<file path="src/rtl/traffic_light_pedestrian_controller_unit_assert.svh">
// ----------------------------------------------------------------------------
// Traffic light controller assertion macros
// Shorthand for clocked, reset-qualified concurrent assertions.
// ----------------------------------------------------------------------------
`ifndef TRAFFIC_LIGHT_PEDESTRIAN_CONTROLLER_UNIT_ASSERT_SVH
`define TRAFFIC_LIGHT_PEDESTRIAN_CONTROLLER_UNIT_ASSERT_SVH

// Consequent must hold in the same cycle as the antecedent.
`define TLPC_ASSERT_NOW(lbl, ante, cons, msg) \
  lbl: assert property (@(posedge clk_i) disable iff (!rst_ni) (ante) |-> (cons)) \
    else $error(msg);

// Consequent must hold in the cycle after the antecedent.
`define TLPC_ASSERT_NEXT(lbl, ante, cons, msg) \
  lbl: assert property (@(posedge clk_i) disable iff (!rst_ni) (ante) |=> (cons)) \
    else $error(msg);

`endif

</file>
<file path="src/rtl/tlpc_pkg.sv">
// ----------------------------------------------------------------------------
// Traffic light controller package
// Shared types, phase and event codes, timing register map and lamp decode.
// ----------------------------------------------------------------------------
`timescale 1ns / 1ps

package tlpc_pkg;

  localparam int TIMER_W   = 16;
  localparam int CFG_W     = 16;
  localparam int NUM_CFG   = 8;
  localparam int CFG_IDX_W = 3;

  localparam logic [TIMER_W-1:0] TIMER_MAX = '1;

  // Event codes carried in the func field of an input word.
  typedef enum logic [2:0] {
    FUNC_TICK   = 3'd0,
    FUNC_ON     = 3'd1,
    FUNC_OFF    = 3'd2,
    FUNC_POLICE = 3'd3,
    FUNC_PED    = 3'd4,
    FUNC_CAR    = 3'd5,
    FUNC_FORCE  = 3'd6
  } func_e;

  // External phase codes, as seen on new_state and phase.
  localparam logic [3:0] CODE_OFF          = 4'd0;
  localparam logic [3:0] CODE_BLINK_YELLOW = 4'd1;
  localparam logic [3:0] CODE_YELLOW       = 4'd2;
  localparam logic [3:0] CODE_RED1         = 4'd3;
  localparam logic [3:0] CODE_PGREEN       = 4'd4;
  localparam logic [3:0] CODE_PGREEN_STOP  = 4'd5;
  localparam logic [3:0] CODE_PBLINK       = 4'd6;
  localparam logic [3:0] CODE_RED2         = 4'd7;
  localparam logic [3:0] CODE_REDYELLOW    = 4'd8;
  localparam logic [3:0] CODE_GREEN        = 4'd9;
  localparam logic [3:0] CODE_GREEN_SIG    = 4'd10;

  // Internal phase state, one-hot.
  typedef enum logic [10:0] {
    PH_OFF          = 11'b000_0000_0001,
    PH_BLINK_YELLOW = 11'b000_0000_0010,
    PH_YELLOW       = 11'b000_0000_0100,
    PH_RED1         = 11'b000_0000_1000,
    PH_PGREEN       = 11'b000_0001_0000,
    PH_PGREEN_STOP  = 11'b000_0010_0000,
    PH_PBLINK       = 11'b000_0100_0000,
    PH_RED2         = 11'b000_1000_0000,
    PH_REDYELLOW    = 11'b001_0000_0000,
    PH_GREEN        = 11'b010_0000_0000,
    PH_GREEN_SIG    = 11'b100_0000_0000
  } phase_e;

  // Timing register map.
  localparam logic [CFG_IDX_W-1:0] CFG_YELLOW     = 3'd0;
  localparam logic [CFG_IDX_W-1:0] CFG_RED_FIRST  = 3'd1;
  localparam logic [CFG_IDX_W-1:0] CFG_PED_GREEN  = 3'd2;
  localparam logic [CFG_IDX_W-1:0] CFG_PED_BLINK  = 3'd3;
  localparam logic [CFG_IDX_W-1:0] CFG_RED_SECOND = 3'd4;
  localparam logic [CFG_IDX_W-1:0] CFG_RED_YELLOW = 3'd5;
  localparam logic [CFG_IDX_W-1:0] CFG_GREEN      = 3'd6;
  localparam logic [CFG_IDX_W-1:0] CFG_SHORT_HOLD = 3'd7;

  localparam logic [CFG_W-1:0] RST_YELLOW     = 16'd2000;
  localparam logic [CFG_W-1:0] RST_RED_FIRST  = 16'd2000;
  localparam logic [CFG_W-1:0] RST_PED_GREEN  = 16'd5000;
  localparam logic [CFG_W-1:0] RST_PED_BLINK  = 16'd2000;
  localparam logic [CFG_W-1:0] RST_RED_SECOND = 16'd1000;
  localparam logic [CFG_W-1:0] RST_RED_YELLOW = 16'd2000;
  localparam logic [CFG_W-1:0] RST_GREEN      = 16'd5000;
  localparam logic [CFG_W-1:0] RST_SHORT_HOLD = 16'd8;

  // Lamp drive codes.
  localparam logic [1:0] LAMP_OFF   = 2'd0;
  localparam logic [1:0] LAMP_ON    = 2'd1;
  localparam logic [1:0] LAMP_BLINK = 2'd2;

  typedef logic [NUM_CFG-1:0][CFG_W-1:0] cfg_bank_t;

  typedef struct packed {
    phase_e             phase;
    logic [TIMER_W-1:0] timer;
    logic               armed;
    logic               ped_req;
    logic               car_stop;
  } ctl_state_t;

  typedef struct packed {
    logic       car_red;
    logic [1:0] car_yellow;
    logic       car_green;
    logic       ped_red;
    logic [1:0] ped_green;
  } lamp_t;

  function automatic logic [3:0] phase_code(phase_e p);
    logic [3:0] c;
    case (p)
      PH_OFF:          c = CODE_OFF;
      PH_BLINK_YELLOW: c = CODE_BLINK_YELLOW;
      PH_YELLOW:       c = CODE_YELLOW;
      PH_RED1:         c = CODE_RED1;
      PH_PGREEN:       c = CODE_PGREEN;
      PH_PGREEN_STOP:  c = CODE_PGREEN_STOP;
      PH_PBLINK:       c = CODE_PBLINK;
      PH_RED2:         c = CODE_RED2;
      PH_REDYELLOW:    c = CODE_REDYELLOW;
      PH_GREEN:        c = CODE_GREEN;
      PH_GREEN_SIG:    c = CODE_GREEN_SIG;
      default:         c = CODE_OFF;
    endcase
    return c;
  endfunction

  function automatic lamp_t phase_lamps(phase_e p);
    lamp_t l;
    l = '{car_red: 1'b0, car_yellow: LAMP_OFF, car_green: 1'b0,
          ped_red: 1'b0, ped_green: LAMP_OFF};
    case (p)
      PH_BLINK_YELLOW: l.car_yellow = LAMP_BLINK;
      PH_YELLOW: begin
        l.car_yellow = LAMP_ON;
        l.ped_red    = 1'b1;
      end
      PH_RED1, PH_RED2: begin
        l.car_red = 1'b1;
        l.ped_red = 1'b1;
      end
      PH_PGREEN, PH_PGREEN_STOP: begin
        l.car_red   = 1'b1;
        l.ped_green = LAMP_ON;
      end
      PH_PBLINK: begin
        l.car_red   = 1'b1;
        l.ped_green = LAMP_BLINK;
      end
      PH_REDYELLOW: begin
        l.car_red    = 1'b1;
        l.car_yellow = LAMP_ON;
        l.ped_red    = 1'b1;
      end
      PH_GREEN, PH_GREEN_SIG: begin
        l.car_green = 1'b1;
        l.ped_red   = 1'b1;
      end
      default: l = l;
    endcase
    return l;
  endfunction

endpackage

</file>
<file path="src/rtl/tlpc_if.sv">
// ----------------------------------------------------------------------------
// Traffic light controller channels
// Valid/ready channels for event words in and lamp status words out.
// ----------------------------------------------------------------------------
`timescale 1ns / 1ps

interface tlpc_in_if;
  logic       valid;
  logic       ready;
  logic [2:0] func;
  logic [3:0] new_state;

  modport source (output valid, output func, output new_state, input ready);
  modport sink   (input valid, input func, input new_state, output ready);
endinterface

interface tlpc_out_if;
  logic       valid;
  logic       ready;
  logic [3:0] phase;
  logic       car_red;
  logic [1:0] car_yellow;
  logic       car_green;
  logic       ped_red;
  logic [1:0] ped_green;
  logic       ped_request_flag;
  logic       car_stopped_flag;

  modport source (
    output valid, output phase, output car_red, output car_yellow, output car_green,
    output ped_red, output ped_green, output ped_request_flag, output car_stopped_flag,
    input ready
  );
  modport sink (
    input valid, input phase, input car_red, input car_yellow, input car_green,
    input ped_red, input ped_green, input ped_request_flag, input car_stopped_flag,
    output ready
  );
endinterface

</file>
<file path="src/rtl/traffic_light_pedestrian_controller_unit.sv">
// ----------------------------------------------------------------------------
// Traffic light controller with pedestrian crossing
// Event-driven phase sequencer with configurable phase times.
// ----------------------------------------------------------------------------
// Usage: each word on in_i is one event (a millisecond tick, switch on, switch
// off, police override, pedestrian button, stopped car, or a forced phase).
// For every accepted event exactly one status word leaves on out_o, giving
// the phase after the event, the lamp drives for cars and pedestrians, and
// the two latched request flags.
// The status word is valid in the cycle after an event is accepted, at one
// word per cycle while out_o is not stalled; the phase update is a single
// level of next-state logic in front of the state and status registers.
// The status register decouples the two sides: in_i.ready is high whenever
// the status register is empty or is being drained in the same cycle, so a
// stalled receiver holds exactly one word and back-pressures the source.
// Reset puts the lights off with the timer disarmed, clears both request
// flags, empties the status register, and loads all eight phase-time registers
// with their defaults. The timing registers are written through cfg_we_i,
// cfg_idx_i and cfg_wdata_i and should only change while no word is in flight.
// ----------------------------------------------------------------------------
`timescale 1ns / 1ps
`include "traffic_light_pedestrian_controller_unit_assert.svh"

module traffic_light_pedestrian_controller_unit (
  input  logic                             clk_i,
  input  logic                             rst_ni,
  input  logic                             cfg_we_i,
  input  logic [tlpc_pkg::CFG_IDX_W-1:0]   cfg_idx_i,
  input  logic [tlpc_pkg::CFG_W-1:0]       cfg_wdata_i,
  tlpc_in_if.sink                          in_i,
  tlpc_out_if.source                       out_o
);

  tlpc_pkg::cfg_bank_t  cfg_q;
  tlpc_pkg::ctl_state_t state_q;
  tlpc_pkg::ctl_state_t state_d;
  logic                 out_vld_q;
  logic                 out_vld_d;
  logic [3:0]           phase_code_q;
  tlpc_pkg::lamp_t      lamps_q;
  logic                 ped_flag_q;
  logic                 car_flag_q;
  logic                 accept;

  // The status register can take a new word when empty or when it drains now.
  assign in_i.ready = !out_vld_q || out_o.ready;
  assign accept     = in_i.valid && in_i.ready;

  // Phase-time registers.
  always_ff @(posedge clk_i or negedge rst_ni) begin
    if (!rst_ni) begin
      cfg_q[tlpc_pkg::CFG_YELLOW]     <= tlpc_pkg::RST_YELLOW;
      cfg_q[tlpc_pkg::CFG_RED_FIRST]  <= tlpc_pkg::RST_RED_FIRST;
      cfg_q[tlpc_pkg::CFG_PED_GREEN]  <= tlpc_pkg::RST_PED_GREEN;
      cfg_q[tlpc_pkg::CFG_PED_BLINK]  <= tlpc_pkg::RST_PED_BLINK;
      cfg_q[tlpc_pkg::CFG_RED_SECOND] <= tlpc_pkg::RST_RED_SECOND;
      cfg_q[tlpc_pkg::CFG_RED_YELLOW] <= tlpc_pkg::RST_RED_YELLOW;
      cfg_q[tlpc_pkg::CFG_GREEN]      <= tlpc_pkg::RST_GREEN;
      cfg_q[tlpc_pkg::CFG_SHORT_HOLD] <= tlpc_pkg::RST_SHORT_HOLD;
    end else if (cfg_we_i) begin
      cfg_q[cfg_idx_i] <= cfg_wdata_i;
    end
  end

  // Next-state logic for one event.
  tlpc_step u_step (
    .cur_i       (state_q),
    .func_i      (in_i.func),
    .new_state_i (in_i.new_state),
    .cfg_i       (cfg_q),
    .nxt_o       (state_d)
  );

  // Controller state only moves when an event is accepted.
  always_ff @(posedge clk_i or negedge rst_ni) begin
    if (!rst_ni) begin
      state_q <= '{phase: tlpc_pkg::PH_OFF, timer: '0, armed: 1'b0,
                   ped_req: 1'b0, car_stop: 1'b0};
    end else if (accept) begin
      state_q <= state_d;
    end
  end

  // Status word valid: set by an accepted event, cleared once taken.
  always_comb begin
    out_vld_d = out_vld_q;
    if (accept) begin
      out_vld_d = 1'b1;
    end else if (out_o.ready) begin
      out_vld_d = 1'b0;
    end
  end

  always_ff @(posedge clk_i or negedge rst_ni) begin
    if (!rst_ni) begin
      out_vld_q <= 1'b0;
    end else begin
      out_vld_q <= out_vld_d;
    end
  end

  // Status payload reflects the state after the event.
  always_ff @(posedge clk_i) begin
    if (accept) begin
      phase_code_q <= tlpc_pkg::phase_code(state_d.phase);
      lamps_q      <= tlpc_pkg::phase_lamps(state_d.phase);
      ped_flag_q   <= state_d.ped_req;
      car_flag_q   <= state_d.car_stop;
    end
  end

  assign out_o.valid            = out_vld_q;
  assign out_o.phase            = phase_code_q;
  assign out_o.car_red          = lamps_q.car_red;
  assign out_o.car_yellow       = lamps_q.car_yellow;
  assign out_o.car_green        = lamps_q.car_green;
  assign out_o.ped_red          = lamps_q.ped_red;
  assign out_o.ped_green        = lamps_q.ped_green;
  assign out_o.ped_request_flag = ped_flag_q;
  assign out_o.car_stopped_flag = car_flag_q;

  // Off and blinking yellow have no timer, so it can never be armed there.
  `TLPC_ASSERT_NOW(a_untimed_disarmed, (state_q.phase == tlpc_pkg::PH_OFF || state_q.phase == tlpc_pkg::PH_BLINK_YELLOW), !state_q.armed, "timer armed in an untimed phase")

  // Every accepted event leaves a status word behind.
  `TLPC_ASSERT_NEXT(a_accept_fills, accept, out_vld_q, "accepted event produced no status word")

  // A tick in pedestrian green with a stopped car pending ends that phase early.
  `TLPC_ASSERT_NEXT(a_car_stop_early, (accept && in_i.func == tlpc_pkg::FUNC_TICK && state_q.armed && state_q.phase == tlpc_pkg::PH_PGREEN && state_q.car_stop), state_q.phase == tlpc_pkg::PH_PGREEN_STOP, "stopped car did not end pedestrian green")

  // Entering pedestrian green consumes the pedestrian request.
  `TLPC_ASSERT_NOW(a_pgreen_clears_req, (state_q.phase == tlpc_pkg::PH_PGREEN && $past(state_q.phase) != tlpc_pkg::PH_PGREEN), !state_q.ped_req, "pedestrian request still set on entry to pedestrian green")

endmodule

</file>
<file path="src/rtl/tlpc_step.sv">
// ----------------------------------------------------------------------------
// Traffic light controller next-state logic
// Applies one event word to the phase, timer and request flags.
// ----------------------------------------------------------------------------
`timescale 1ns / 1ps

module tlpc_step (
  input  tlpc_pkg::ctl_state_t cur_i,
  input  logic [2:0]           func_i,
  input  logic [3:0]           new_state_i,
  input  tlpc_pkg::cfg_bank_t  cfg_i,
  output tlpc_pkg::ctl_state_t nxt_o
);

  logic                              enter;
  tlpc_pkg::phase_e                  target;
  tlpc_pkg::phase_e                  forced;
  tlpc_pkg::phase_e                  expire_to;
  logic                              timed;
  logic [tlpc_pkg::CFG_IDX_W-1:0]    src;
  logic [32:0]                       load_wide;

  // Phase reached when the timer runs out.
  always_comb begin
    case (cur_i.phase)
      tlpc_pkg::PH_YELLOW:      expire_to = tlpc_pkg::PH_RED1;
      tlpc_pkg::PH_RED1:        expire_to = tlpc_pkg::PH_PGREEN;
      tlpc_pkg::PH_PGREEN:      expire_to = tlpc_pkg::PH_PBLINK;
      tlpc_pkg::PH_PGREEN_STOP: expire_to = tlpc_pkg::PH_PBLINK;
      tlpc_pkg::PH_PBLINK:      expire_to = tlpc_pkg::PH_RED2;
      tlpc_pkg::PH_RED2:        expire_to = tlpc_pkg::PH_REDYELLOW;
      tlpc_pkg::PH_REDYELLOW:   expire_to = tlpc_pkg::PH_GREEN;
      tlpc_pkg::PH_GREEN:       expire_to = tlpc_pkg::PH_GREEN_SIG;
      tlpc_pkg::PH_GREEN_SIG:   expire_to = tlpc_pkg::PH_YELLOW;
      default:                  expire_to = cur_i.phase;
    endcase
  end

  // Decode of a forced phase code; out-of-range codes are filtered below.
  always_comb begin
    case (new_state_i)
      tlpc_pkg::CODE_OFF:          forced = tlpc_pkg::PH_OFF;
      tlpc_pkg::CODE_BLINK_YELLOW: forced = tlpc_pkg::PH_BLINK_YELLOW;
      tlpc_pkg::CODE_YELLOW:       forced = tlpc_pkg::PH_YELLOW;
      tlpc_pkg::CODE_RED1:         forced = tlpc_pkg::PH_RED1;
      tlpc_pkg::CODE_PGREEN:       forced = tlpc_pkg::PH_PGREEN;
      tlpc_pkg::CODE_PGREEN_STOP:  forced = tlpc_pkg::PH_PGREEN_STOP;
      tlpc_pkg::CODE_PBLINK:       forced = tlpc_pkg::PH_PBLINK;
      tlpc_pkg::CODE_RED2:         forced = tlpc_pkg::PH_RED2;
      tlpc_pkg::CODE_REDYELLOW:    forced = tlpc_pkg::PH_REDYELLOW;
      tlpc_pkg::CODE_GREEN:        forced = tlpc_pkg::PH_GREEN;
      tlpc_pkg::CODE_GREEN_SIG:    forced = tlpc_pkg::PH_GREEN_SIG;
      default:                     forced = tlpc_pkg::PH_OFF;
    endcase
  end

  // Event dispatch: either a phase entry or a flag/timer update.
  always_comb begin
    nxt_o  = cur_i;
    enter  = 1'b0;
    target = tlpc_pkg::PH_OFF;
    case (tlpc_pkg::func_e'(func_i))
      tlpc_pkg::FUNC_TICK: begin
        if (cur_i.armed) begin
          if (cur_i.phase == tlpc_pkg::PH_PGREEN && cur_i.car_stop) begin
            enter  = 1'b1;
            target = tlpc_pkg::PH_PGREEN_STOP;
          end else if (cur_i.phase == tlpc_pkg::PH_GREEN && cur_i.ped_req) begin
            enter  = 1'b1;
            target = tlpc_pkg::PH_GREEN_SIG;
          end else if (cur_i.timer <= tlpc_pkg::TIMER_W'(1)) begin
            enter  = 1'b1;
            target = expire_to;
          end else begin
            nxt_o.timer = cur_i.timer - tlpc_pkg::TIMER_W'(1);
          end
        end
      end
      tlpc_pkg::FUNC_ON: begin
        if (cur_i.phase == tlpc_pkg::PH_OFF) begin
          enter  = 1'b1;
          target = tlpc_pkg::PH_BLINK_YELLOW;
        end
      end
      tlpc_pkg::FUNC_OFF: begin
        enter  = 1'b1;
        target = tlpc_pkg::PH_OFF;
      end
      tlpc_pkg::FUNC_POLICE: begin
        if (cur_i.phase == tlpc_pkg::PH_BLINK_YELLOW) begin
          enter  = 1'b1;
          target = tlpc_pkg::PH_YELLOW;
        end else if (cur_i.phase != tlpc_pkg::PH_OFF) begin
          enter  = 1'b1;
          target = tlpc_pkg::PH_BLINK_YELLOW;
        end
      end
      tlpc_pkg::FUNC_PED: nxt_o.ped_req = 1'b1;
      tlpc_pkg::FUNC_CAR: nxt_o.car_stop = 1'b1;
      tlpc_pkg::FUNC_FORCE: begin
        if (new_state_i <= tlpc_pkg::CODE_GREEN_SIG) begin
          enter  = 1'b1;
          target = forced;
        end
      end
      default: nxt_o = cur_i;
    endcase

    // Which timing register loads the timer on entry.
    timed = 1'b1;
    case (target)
      tlpc_pkg::PH_YELLOW:      src = tlpc_pkg::CFG_YELLOW;
      tlpc_pkg::PH_RED1:        src = tlpc_pkg::CFG_RED_FIRST;
      tlpc_pkg::PH_PGREEN:      src = tlpc_pkg::CFG_PED_GREEN;
      tlpc_pkg::PH_PGREEN_STOP: src = tlpc_pkg::CFG_SHORT_HOLD;
      tlpc_pkg::PH_PBLINK:      src = tlpc_pkg::CFG_PED_BLINK;
      tlpc_pkg::PH_RED2:        src = tlpc_pkg::CFG_RED_SECOND;
      tlpc_pkg::PH_REDYELLOW:   src = tlpc_pkg::CFG_RED_YELLOW;
      tlpc_pkg::PH_GREEN:       src = tlpc_pkg::CFG_GREEN;
      tlpc_pkg::PH_GREEN_SIG:   src = tlpc_pkg::CFG_SHORT_HOLD;
      default: begin
        timed = 1'b0;
        src   = tlpc_pkg::CFG_YELLOW;
      end
    endcase
    load_wide = 33'(cfg_i[src]);

    if (enter) begin
      nxt_o.phase = target;
      nxt_o.armed = timed;
      if (target == tlpc_pkg::PH_PGREEN) begin
        nxt_o.ped_req = 1'b0;
      end
      if (target == tlpc_pkg::PH_GREEN) begin
        nxt_o.car_stop = 1'b0;
      end
      if (timed) begin
        // A loaded value saturates at what the timer can hold.
        if (load_wide > 33'(tlpc_pkg::TIMER_MAX)) begin
          nxt_o.timer = tlpc_pkg::TIMER_MAX;
        end else begin
          nxt_o.timer = load_wide[tlpc_pkg::TIMER_W-1:0];
        end
      end
    end
  end

endmodule

</file>
<file path="src/flat_wrapper.sv">
// flat-port wrapper written by rule: the top's interface ports become plain ports
module traffic_light_pedestrian_controller_unit_flat 
  (clk_i, rst_ni, cfg_we_i, cfg_idx_i, cfg_wdata_i, in_i_valid, in_i_func, in_i_new_state, in_i_ready, out_o_valid, out_o_phase, out_o_car_red, out_o_car_yellow, out_o_car_green, out_o_ped_red, out_o_ped_green, out_o_ped_request_flag, out_o_car_stopped_flag, out_o_ready);
  tlpc_in_if in_i_i ();
  tlpc_out_if out_o_i ();
  input  logic clk_i;
  input  logic rst_ni;
  input  logic cfg_we_i;
  input  logic [tlpc_pkg::CFG_IDX_W-1:0] cfg_idx_i;
  input  logic [tlpc_pkg::CFG_W-1:0] cfg_wdata_i;
  input wire logic [$bits(in_i_i.valid)-1:0] in_i_valid;
  input wire logic [$bits(in_i_i.func)-1:0] in_i_func;
  input wire logic [$bits(in_i_i.new_state)-1:0] in_i_new_state;
  output wire logic [$bits(in_i_i.ready)-1:0] in_i_ready;
  output wire logic [$bits(out_o_i.valid)-1:0] out_o_valid;
  output wire logic [$bits(out_o_i.phase)-1:0] out_o_phase;
  output wire logic [$bits(out_o_i.car_red)-1:0] out_o_car_red;
  output wire logic [$bits(out_o_i.car_yellow)-1:0] out_o_car_yellow;
  output wire logic [$bits(out_o_i.car_green)-1:0] out_o_car_green;
  output wire logic [$bits(out_o_i.ped_red)-1:0] out_o_ped_red;
  output wire logic [$bits(out_o_i.ped_green)-1:0] out_o_ped_green;
  output wire logic [$bits(out_o_i.ped_request_flag)-1:0] out_o_ped_request_flag;
  output wire logic [$bits(out_o_i.car_stopped_flag)-1:0] out_o_car_stopped_flag;
  input wire logic [$bits(out_o_i.ready)-1:0] out_o_ready;
  assign in_i_i.valid = in_i_valid;
  assign in_i_i.func = in_i_func;
  assign in_i_i.new_state = in_i_new_state;
  assign in_i_ready = in_i_i.ready;
  assign out_o_valid = out_o_i.valid;
  assign out_o_phase = out_o_i.phase;
  assign out_o_car_red = out_o_i.car_red;
  assign out_o_car_yellow = out_o_i.car_yellow;
  assign out_o_car_green = out_o_i.car_green;
  assign out_o_ped_red = out_o_i.ped_red;
  assign out_o_ped_green = out_o_i.ped_green;
  assign out_o_ped_request_flag = out_o_i.ped_request_flag;
  assign out_o_car_stopped_flag = out_o_i.car_stopped_flag;
  assign out_o_i.ready = out_o_ready;
  traffic_light_pedestrian_controller_unit u_core (.clk_i(clk_i), .rst_ni(rst_ni), .cfg_we_i(cfg_we_i), .cfg_idx_i(cfg_idx_i), .cfg_wdata_i(cfg_wdata_i), .in_i(in_i_i), .out_o(out_o_i));
endmodule
</file>
<file path="config.mk">
export PLATFORM = sky130hd
export DESIGN_NAME = traffic_light_pedestrian_controller_unit_flat
export DESIGN_NICKNAME = d
export VERILOG_FILES = /design/src/rtl/tlpc_pkg.sv /design/src/rtl/tlpc_if.sv /design/src/rtl/traffic_light_pedestrian_controller_unit.sv /design/src/rtl/tlpc_step.sv /design/src/flat_wrapper.sv
export VERILOG_INCLUDE_DIRS = /design/src /design/src/rtl
export SDC_FILE = /design/constraint.sdc
export NUM_CORES = 1
export LEC_CHECK = 0
export ABC_AREA = 1
export BUFFER_PORTS_ARGS = -buffer_cell sky130_fd_sc_hd__buf_2
export CAP_MARGIN = 30
export CORE_AREA = 2 2 211 213
export CTS_BUF_LIST = sky130_fd_sc_hd__clkbuf_4
export DETAILED_ROUTE_END_ITERATION = 10
export DIE_AREA = 0 0 213 215
export GPL_TIMING_DRIVEN = 0
export PLACE_DENSITY = 0.39
export SYNTH_ARGS = -nofsm -noshare
export SYNTH_HDL_FRONTEND = slang
export SYNTH_SLANG_ARGS = --single-unit
export TNS_END_PERCENT = 5
</file>
<file path="constraint.sdc">
create_clock -name clk_i -period 3.9 [get_ports clk_i]
set_input_delay 0.78 -clock clk_i [delete_from_list [all_inputs] [get_ports clk_i]]
set_output_delay 0.78 -clock clk_i [all_outputs]
set_load 0.03 [all_outputs]
</file>
==> Word-level counts from Yosys, hierarchy flattened <==
Memory sizes are Yosys's and may differ from the RTL's.
Index checks and enable logic that the tools add are counted.
{ "word_totals": {"out_inout_bits": 15, "input_bits": 31, "n_memories": 1, "romBits": 176, "register_bits": 172} }
{ "memory_table": {"columns": ["name", "depth", "word_bits", "read_ports", "rd_ports_with_merged_regs", "wr", "line_no", "text"], "rows": [
  ["(name not given)", 16, 11, 1, 0, 0, "tlpc_step.sv:41", "case (new_state_i)"]
]} }
{ "classes": {"add_sub_neg": 1, "eq_ne": 37, "n_lt_le_gt_ge": 5, "mux": 45, "reduce_logical": 17} }
{ "ops": {"columns": ["cell", "n"], "rows": [
  ["128-bit bitwise mux", 1],
  ["16-bit 2-to-1 mux", 8],
  ["11-bit case mux with 8 select lines", 1],
  ["11-bit 2-to-1 mux", 6],
  ["16-bit binary-select mux with 3-bit select", 1],
  ["16-bit demux with 3-bit select", 1],
  ["11-bit case mux with 4 select lines", 1],
  ["4-bit case mux with 10 select lines", 1],
  ["11-bit by 10-bit == test with 1-bit output, second input constant", 3],
  ["11-bit == test, second input constant", 3],
  ["11-bit by 3-bit == test with 1-bit output, second input constant", 3],
  ["11-bit by 4-bit == test with 1-bit output, second input constant", 3],
  ["11-bit by 5-bit == test with 1-bit output, second input constant", 3],
  ["11-bit by 6-bit == test with 1-bit output, second input constant", 3],
  ["11-bit by 7-bit == test with 1-bit output, second input constant", 3],
  ["11-bit by 8-bit == test with 1-bit output, second input constant", 3],
  ["11-bit by 9-bit == test with 1-bit output, second input constant", 3],
  ["30-bit 2-to-1 mux", 1],
  ["11-bit by 2-bit == test with 1-bit output, second input constant", 2],
  ["3-bit case mux with 7 select lines", 1],
  ["1-bit 2-to-1 mux", 18],
  ["16-bit by 1-bit <= comparator with 1-bit output, second input constant", 1],
  ["16-bit by 1-bit subtractor with 16-bit output, second input constant", 1],
  ["6-bit OR reduction", 2],
  ["other kinds (19)", 32]
]} }

==> Depth between registers and ports, before layout <==
{ "depth": {"depth_word": 18, "mapped_depth": 27, "ltp_nobuf": 25} }

==> Cells and area by module <==
From an unflattened synthesis, not the netlist that was laid out.
{ "hier_totals": {"cells_unflattened": 1300, "area_unflattened_um2": 9585.4} }
{ "by_module_without_submodules": {"columns": ["mod", "seq_area_each_um2", "instances", "cells_each", "area_each_um2"], "rows": [
  ["traffic_light_pedestrian_controller_unit", 4421.7, 1, 651, 6478.7],
  ["tlpc_step", 0.0, 1, 649, 3106.7]
]} }

==> Worst setup path after synthesis <==
Ideal clock, no wire load.
{ "synth_timing": {"path_type": "input -> register", "startpoint": "in in_i_func[2]", "endpoint": "reg u_core.state_q[4] in the netlist's numbering", "required_ns": 3.784, "setup_slack_ns": 0.774, "t_arrival_ns": 3.009, "setup_time_ns": 0.116, "path_stages": 24, "path_cell_list": "buf_2 nor3_4 nand2_1 inv_1 nand2_2 nor2_4 nand2_1 nand2_2 inv_1 nand2_1 nor2_1 and3_1 nand2_1 nand2_1 buf_4 nor2_8 buf_6 nand2_1 nand3_1 nand3_1 nand2_1 nand2_1 nand2_1 nand2_1"} }
{ "synth_between": {"elab_chain_len": 9, "word_cells_on_any_way": 25, "cone_classes": "eq/ne (13); mux (9); reduce/logical (3)"} }
{ "synth_lines": {"columns": ["item", "line_no", "text"], "rows": [
  ["start, declared", "flat_wrapper.sv:12", "input wire logic [$bits(in_i_i.func)-1:0] in_i_func;"],
  ["3-bit == test, or another cell as far along", "tlpc_step.sv:62", "case (tlpc_pkg::func_e'(func_i))"],
  ["11-bit case mux with 4 select lines", "tlpc_step.sv:62", null],
  ["11-bit == test / 11-bit by 6-bit == test with 1-bit output (equally long branches)", "tlpc_step.sv:111", "case (target)"],
  ["2-bit OR reduction (no source line)", null, null],
  ["3-bit case mux with 7 select lines", "tlpc_step.sv:111", null],
  ["16-bit binary-select mux with 3-bit select", "tlpc_step.sv:126", "load_wide = 33'(cfg_i[src]);"],
  ["16-bit 2-to-1 mux (implied by the code)", "tlpc_step.sv:126", null],
  ["16-bit 2-to-1 mux", "tlpc_step.sv:137", "if (timed) begin"],
  ["30-bit 2-to-1 mux (*)", "tlpc_step.sv:128", "if (enter) begin"],
  ["end signal, assigned", "traffic_light_pedestrian_controller_unit.sv:77", "state_q <= '{phase: tlpc_pkg::PH_OFF, timer: '0, armed: 1'b0,"],
  ["end signal, assigned", "traffic_light_pedestrian_controller_unit.sv:80", "state_q <= state_d;"],
  ["end, declared", "traffic_light_pedestrian_controller_unit.sv:35", "tlpc_pkg::ctl_state_t state_q;"]
]} }
Every way passes the cells marked *; elsewhere a longest branch is shown, timed or not. The select of a mux whose other input is x is not followed.
A chain may end at the register's enable or synchronous reset.

==> Worst setup path in the final report <==
{ "layout_timing": {"startpoint": "reg u_core.state_q[3] in the netlist's numbering", "endpoint": "reg u_core.state_q[4] in the netlist's numbering"} }
{ "layout_between": {"elab_chain_len": 13, "word_cells_on_any_way": 34, "cone_classes": "add/sub (1); order compare (1); eq/ne (9); mux (21); reduce/logical (2)"} }
{ "layout_lines": {"columns": ["item", "line_no", "text"], "rows": [
  ["16-bit by 1-bit <= comparator with 1-bit output", "tlpc_step.sv:71", "end else if (cur_i.timer <= tlpc_pkg::TIMER_W'(1)) begin"],
  ["11-bit 2-to-1 mux", "tlpc_step.sv:71", null],
  ["11-bit 2-to-1 mux", "tlpc_step.sv:68", "end else if (cur_i.phase == tlpc_pkg::PH_GREEN && cur_i.ped_req) begin"],
  ["11-bit 2-to-1 mux", "tlpc_step.sv:65", "if (cur_i.phase == tlpc_pkg::PH_PGREEN && cur_i.car_stop) begin"],
  ["11-bit 2-to-1 mux", "tlpc_step.sv:64", "if (cur_i.armed) begin"],
  ["11-bit case mux with 4 select lines", "tlpc_step.sv:62", null],
  ["11-bit == test / 11-bit by 6-bit == test with 1-bit output (equally long branches)", "tlpc_step.sv:111", null],
  ["2-bit OR reduction (no source line)", null, null],
  ["3-bit case mux with 7 select lines", "tlpc_step.sv:111", null],
  ["16-bit binary-select mux with 3-bit select", "tlpc_step.sv:126", null],
  ["16-bit 2-to-1 mux (implied by the code)", "tlpc_step.sv:126", null],
  ["16-bit 2-to-1 mux", "tlpc_step.sv:137", null],
  ["30-bit 2-to-1 mux (*)", "tlpc_step.sv:128", null]
]} }
Marked as above.

==> flow_summary.yaml <==
clock_network:
  clock_insertion_delay_worst_skew_ns: 0.66
  htree_levels: 4
  cts_hold_repair.buffers: 0
  clock_transition_at_path_regs_ns: 0.18
  cts-root-buf: "sky130_fd_sc_hd__clkbuf_4"
  tritoncts: "done"
  clock_tree.buffer_depth: 2
  number_of_clock_sinks: 172
  tritoncts.num_buffers: 17
drt:
  vias_per_cell: 4.39
  drt_first_pass_iters: 5
  antenna_violating_nets_post_route: 0
  dr.first_iter.drc_count: 587
  vias: 8912
  wire_per_inst_um: 16.9
  drt_wl_total_um: 34300
  detail_route.drc_violations: 0
setup_path:
  worst-r2r-setup-slack_ns: 0.29
  r2r_start: "u_core.state_q[3]"
  cp_num_buf_inv: 6
  timing.critical_path.required_ns: 4.44
  cp_num_cells: 28
  crit_path_end_kind: "flip-flop"
  setup.worst_path.class: "reg2reg"
  critPathTopFamily: "simple AND/OR/NAND/NOR gates"
  worstSetupStartpointType: "flip-flop"
  worst_path_largest_cell_delay_ns: 0.44
  cp_data_arrival_time_ns: 4.15
  timing.critical_path.fanout_max: 11
  rr_worst_depth: 28
  worst_path_most_repeated_cell: "sky130_fd_sc_hd__nand2_1"
  reg2reg_to: "u_core.state_q[4]"
  cp_slowest_cell: "sky130_fd_sc_hd__dfrtp_1"
floorplan:
  placementRows: 77
  core-area_mm2: 0.0436
  die_y_um: 215
  floorplan.initialDensity: 0.226
  num_ports: 46
  floorplan.die.width_um: 213
  floorplan.die_area_mm2: 0.0458
worst_hold_path:
  worst_hold_path_type: "in2async"
power_and_ir_drop:
  share_seq_of_total_power: 0.504
  power.share.clock: 0.227
  share_comb_of_total_power: 0.269
  power_density_over_the_cells_mw_per_mm2: 424
  switching_share: 0.382
  vdd_ir_drop_max_uv: 188
  p_switching_mw: 1.84
  cell_internal_power_dissipation_mw: 2.97
  leakage_power_nw: 5.75
timing:
  layout_worst_path_cycle_share: 0.925
  relSlewSlack: 0.502
  final_max_slew_viol_count: 0
  worst_clock_skew_ns: 0.0393
  final-setup-viol-count: 0
  fmaxAchievable_mhz: 277
  worstMarginPinSlew_ns: 0.748
  final.setup.worst_slack_ns: 0.293
  fin_crit_ns: 3.61
  timing_hold_violations_final: 0
  hold_worst_slack_ns: 0.0412
synth:
  number_of_instances_in_the_synthesized_netlist: 1348
  yosys.area_share.xor_xnor: 0.0124
  synth_fp_nets: 1381
  synth_cell_type_count: 39
  synth.avg_cell_area_um2: 7.31
  synth_compound_gate_area_share: 0.132
  yosys.area_share.simple: 0.301
  synth_top_family_by_area: "simple AND/OR/NAND/NOR gates"
  post_synth_mux_area_share: 0
  ys_ff_latch: 172
  synth_top_flop_cell: "sky130_fd_sc_hd__dfrtp_1"
  ys.warnings.count: 0
  netlist_area_mm2: 0.00986
  synthArstFlopShare: 0.924
  synth-adder-area-share: 0.00254
  synth-edff-count: 13
  synth_sequential_area_ratio: 0.449
place:
  place_ws_ns: -0.154
  post-dp-hpwl_um: 25200
  gp_routability_congestion: 0.844
  buffer_ports.inserted: 44
finish:
  final_cell_mix: "sky130_fd_sc_hd__nand2_1 (411), sky130_fd_sc_hd__inv_1 (173), sky130_fd_sc_hd__o21ai_0 (158), sky130_fd_sc_hd__nand3_1 (122), sky130_fd_sc_hd__dfrtp_1 (115)"
  post_route_cells_drive_above_1_share: 0.149
  layout_commonest_cell: "sky130_fd_sc_hd__nand2_1"
  finalNetCount: 1454
  area_delta_synth_final_pct: 14.8
global_routing:
  track_usage: 0.156
  antenna_found_initial: 2
  grt_max_degree: 94
  wire_length_of_the_first_global_routing_pass_um: 53300
  remaining_overflow_grt: 0
  via_count_of_the_first_global_routing_pass: 8781
job:
  maxCapViolations: 0
run_status:
  status: "finished, final reports clean"
-- flip-flops by register name, indices dropped and copies added, names as in the netlist --
| name | count |
|---|---|
| u_core.cfg_q | 128 |
| u_core.out_o.car_green | 1 |
| u_core.out_o.car_red | 1 |
| u_core.out_o.car_stopped_flag | 1 |
| u_core.out_o.car_yellow | 2 |
| u_core.out_o.ped_green | 2 |
| u_core.out_o.ped_red | 1 |
| u_core.out_o.ped_request_flag | 1 |
| u_core.out_o.phase | 4 |
| u_core.out_o.valid | 1 |
| u_core.state_q | 30 |
-- area by class of cell --
cell class	count	area, um^2
Antenna cell	2	5.00
Buffer	62	357
Clock buffer	17	128
Clock inverter	15	153
Fill cell	4915	32300
Inverter	185	694
Multi-Input combinational cell	930	4480
Sequential cell	172	4420
Tap cell	592	741
Timing Repair Buffer	53	330
-- worst register-to-register path, delay by kind of cell (launching register included) --
kind / cells / cell delay [ns]
AO/OA/AOI/OAI: 1 / 0.04
adder cells (fa/ha/maj): 1 / 0.21
buffers and inverters: 6 / 0.76
flip-flops: 1 / 0.44
AND/OR/NAND/NOR: 20 / 2.09
-- layer usage --
layer	share of wire	GRT usage	vias up
li1	-	-	4442
met1	0.46	0.204	4287
met2	0.48	0.262	155
met3	0.032	0.0269	28
met4	0.023	0.0457	0
met5	0	0	-
-- kinds of logic after synthesis --
group,after synthesis
AO/OA/AOI/OAI,234
XOR/XNOR,14
adder cells (fa/ha/maj),2
buffers and inverters,247
flip-flops,172
AND/OR/NAND/NOR,679
-- synthesized netlist by cell type (2+ instances only) --
cell type | count | area (um^2)
sky130_fd_sc_hd__nand2_1 | 413 | 1550
sky130_fd_sc_hd__inv_1 | 173 | 649
sky130_fd_sc_hd__o21ai_0 | 158 | 791
sky130_fd_sc_hd__nand3_1 | 123 | 616
sky130_fd_sc_hd__dfrtp_1 | 117 | 2930
sky130_fd_sc_hd__nor2_1 | 75 | 282
sky130_fd_sc_hd__o21bai_1 | 48 | 360
sky130_fd_sc_hd__dfstp_2 | 42 | 1100
sky130_fd_sc_hd__clkbuf_1 | 30 | 113
sky130_fd_sc_hd__buf_2 | 22 | 110
sky130_fd_sc_hd__nor3_1 | 16 | 80.1
sky130_fd_sc_hd__a21oi_1 | 15 | 75.1
sky130_fd_sc_hd__xor2_1 | 14 | 123
sky130_fd_sc_hd__edfxtp_1 | 13 | 390
sky130_fd_sc_hd__inv_2 | 12 | 45.0
sky130_fd_sc_hd__nand4_1 | 11 | 68.8
sky130_fd_sc_hd__nand2_2 | 9 | 56.3
sky130_fd_sc_hd__buf_6 | 8 | 90.1
sky130_fd_sc_hd__o21ai_1 | 8 | 40.0
sky130_fd_sc_hd__nor2_4 | 6 | 67.6
sky130_fd_sc_hd__nand3_2 | 4 | 40.0
sky130_fd_sc_hd__nor2_2 | 4 | 25.0
sky130_fd_sc_hd__nor4_1 | 4 | 25.0
sky130_fd_sc_hd__and3_1 | 3 | 18.8
sky130_fd_sc_hd__a31oi_1 | 2 | 12.5
sky130_fd_sc_hd__buf_4 | 2 | 15.0
sky130_fd_sc_hd__ha_1 | 2 | 25.0
sky130_fd_sc_hd__nor2_8 | 2 | 40.0
sky130_fd_sc_hd__nor3_4 | 2 | 32.5
-- worst max path at each step --
stage                       start                 end  slack, ns
6_report        u_core.state_q[3]   u_core.state_q[4]       0.29
3_3_place_gp               rst_ni  u_core.state_q[21]      -0.87
2_1_floorplan        in_i_func[2]   u_core.state_q[4]       0.77
5_1_grt        u_core.state_q[21]   u_core.state_q[8]     -0.008
3_5_place_dp         in_i_func[0]   u_core.state_q[9]      -0.15
4_1_cts         u_core.state_q[4]   u_core.state_q[9]       0.07
-- power by group through the flow --
stage / sequential (mW) / clock [mW] / combinational (mW)
floorplan: 2.42 / 0 / 0.907
finish: 2.42 / 1.09 / 1.29
detailed placement: 2.45 / 0 / 1.28
global route: 2.47 / 1.21 / 1.50
CTS: 2.42 / 1.14 / 1.28
global placement: 2.45 / 0 / 1.26
-- stage by stage --
step / std cells / setup TNS (ns) / util / area (um^2) / total power [mW]
2_1_floorplan: 1348 / 0 / - / 9860 / 3.33
3_3_place_gp: 1984 / -101.50 / 0.248 / 10800 / 3.71
4_1_cts: 2017 / 0 / 0.255 / 11100 / 4.84
3_5_place_dp: 1985 / -1.91 / 0.249 / 10900 / 3.72
5_1_grt: 2028 / -0.0145 / 0.259 / 11300 / 5.18
6_report: 2028 / 0 / 0.259 / 11300 / 4.80
-- what timing repair did --
item | in CTS | in global routing
buffers inserted | 0 | 8
endpoints found under the setup margin | 0 | 25
resized for setup | 0 | 27
No activity file was read; power rests on OpenSTA's default activity.
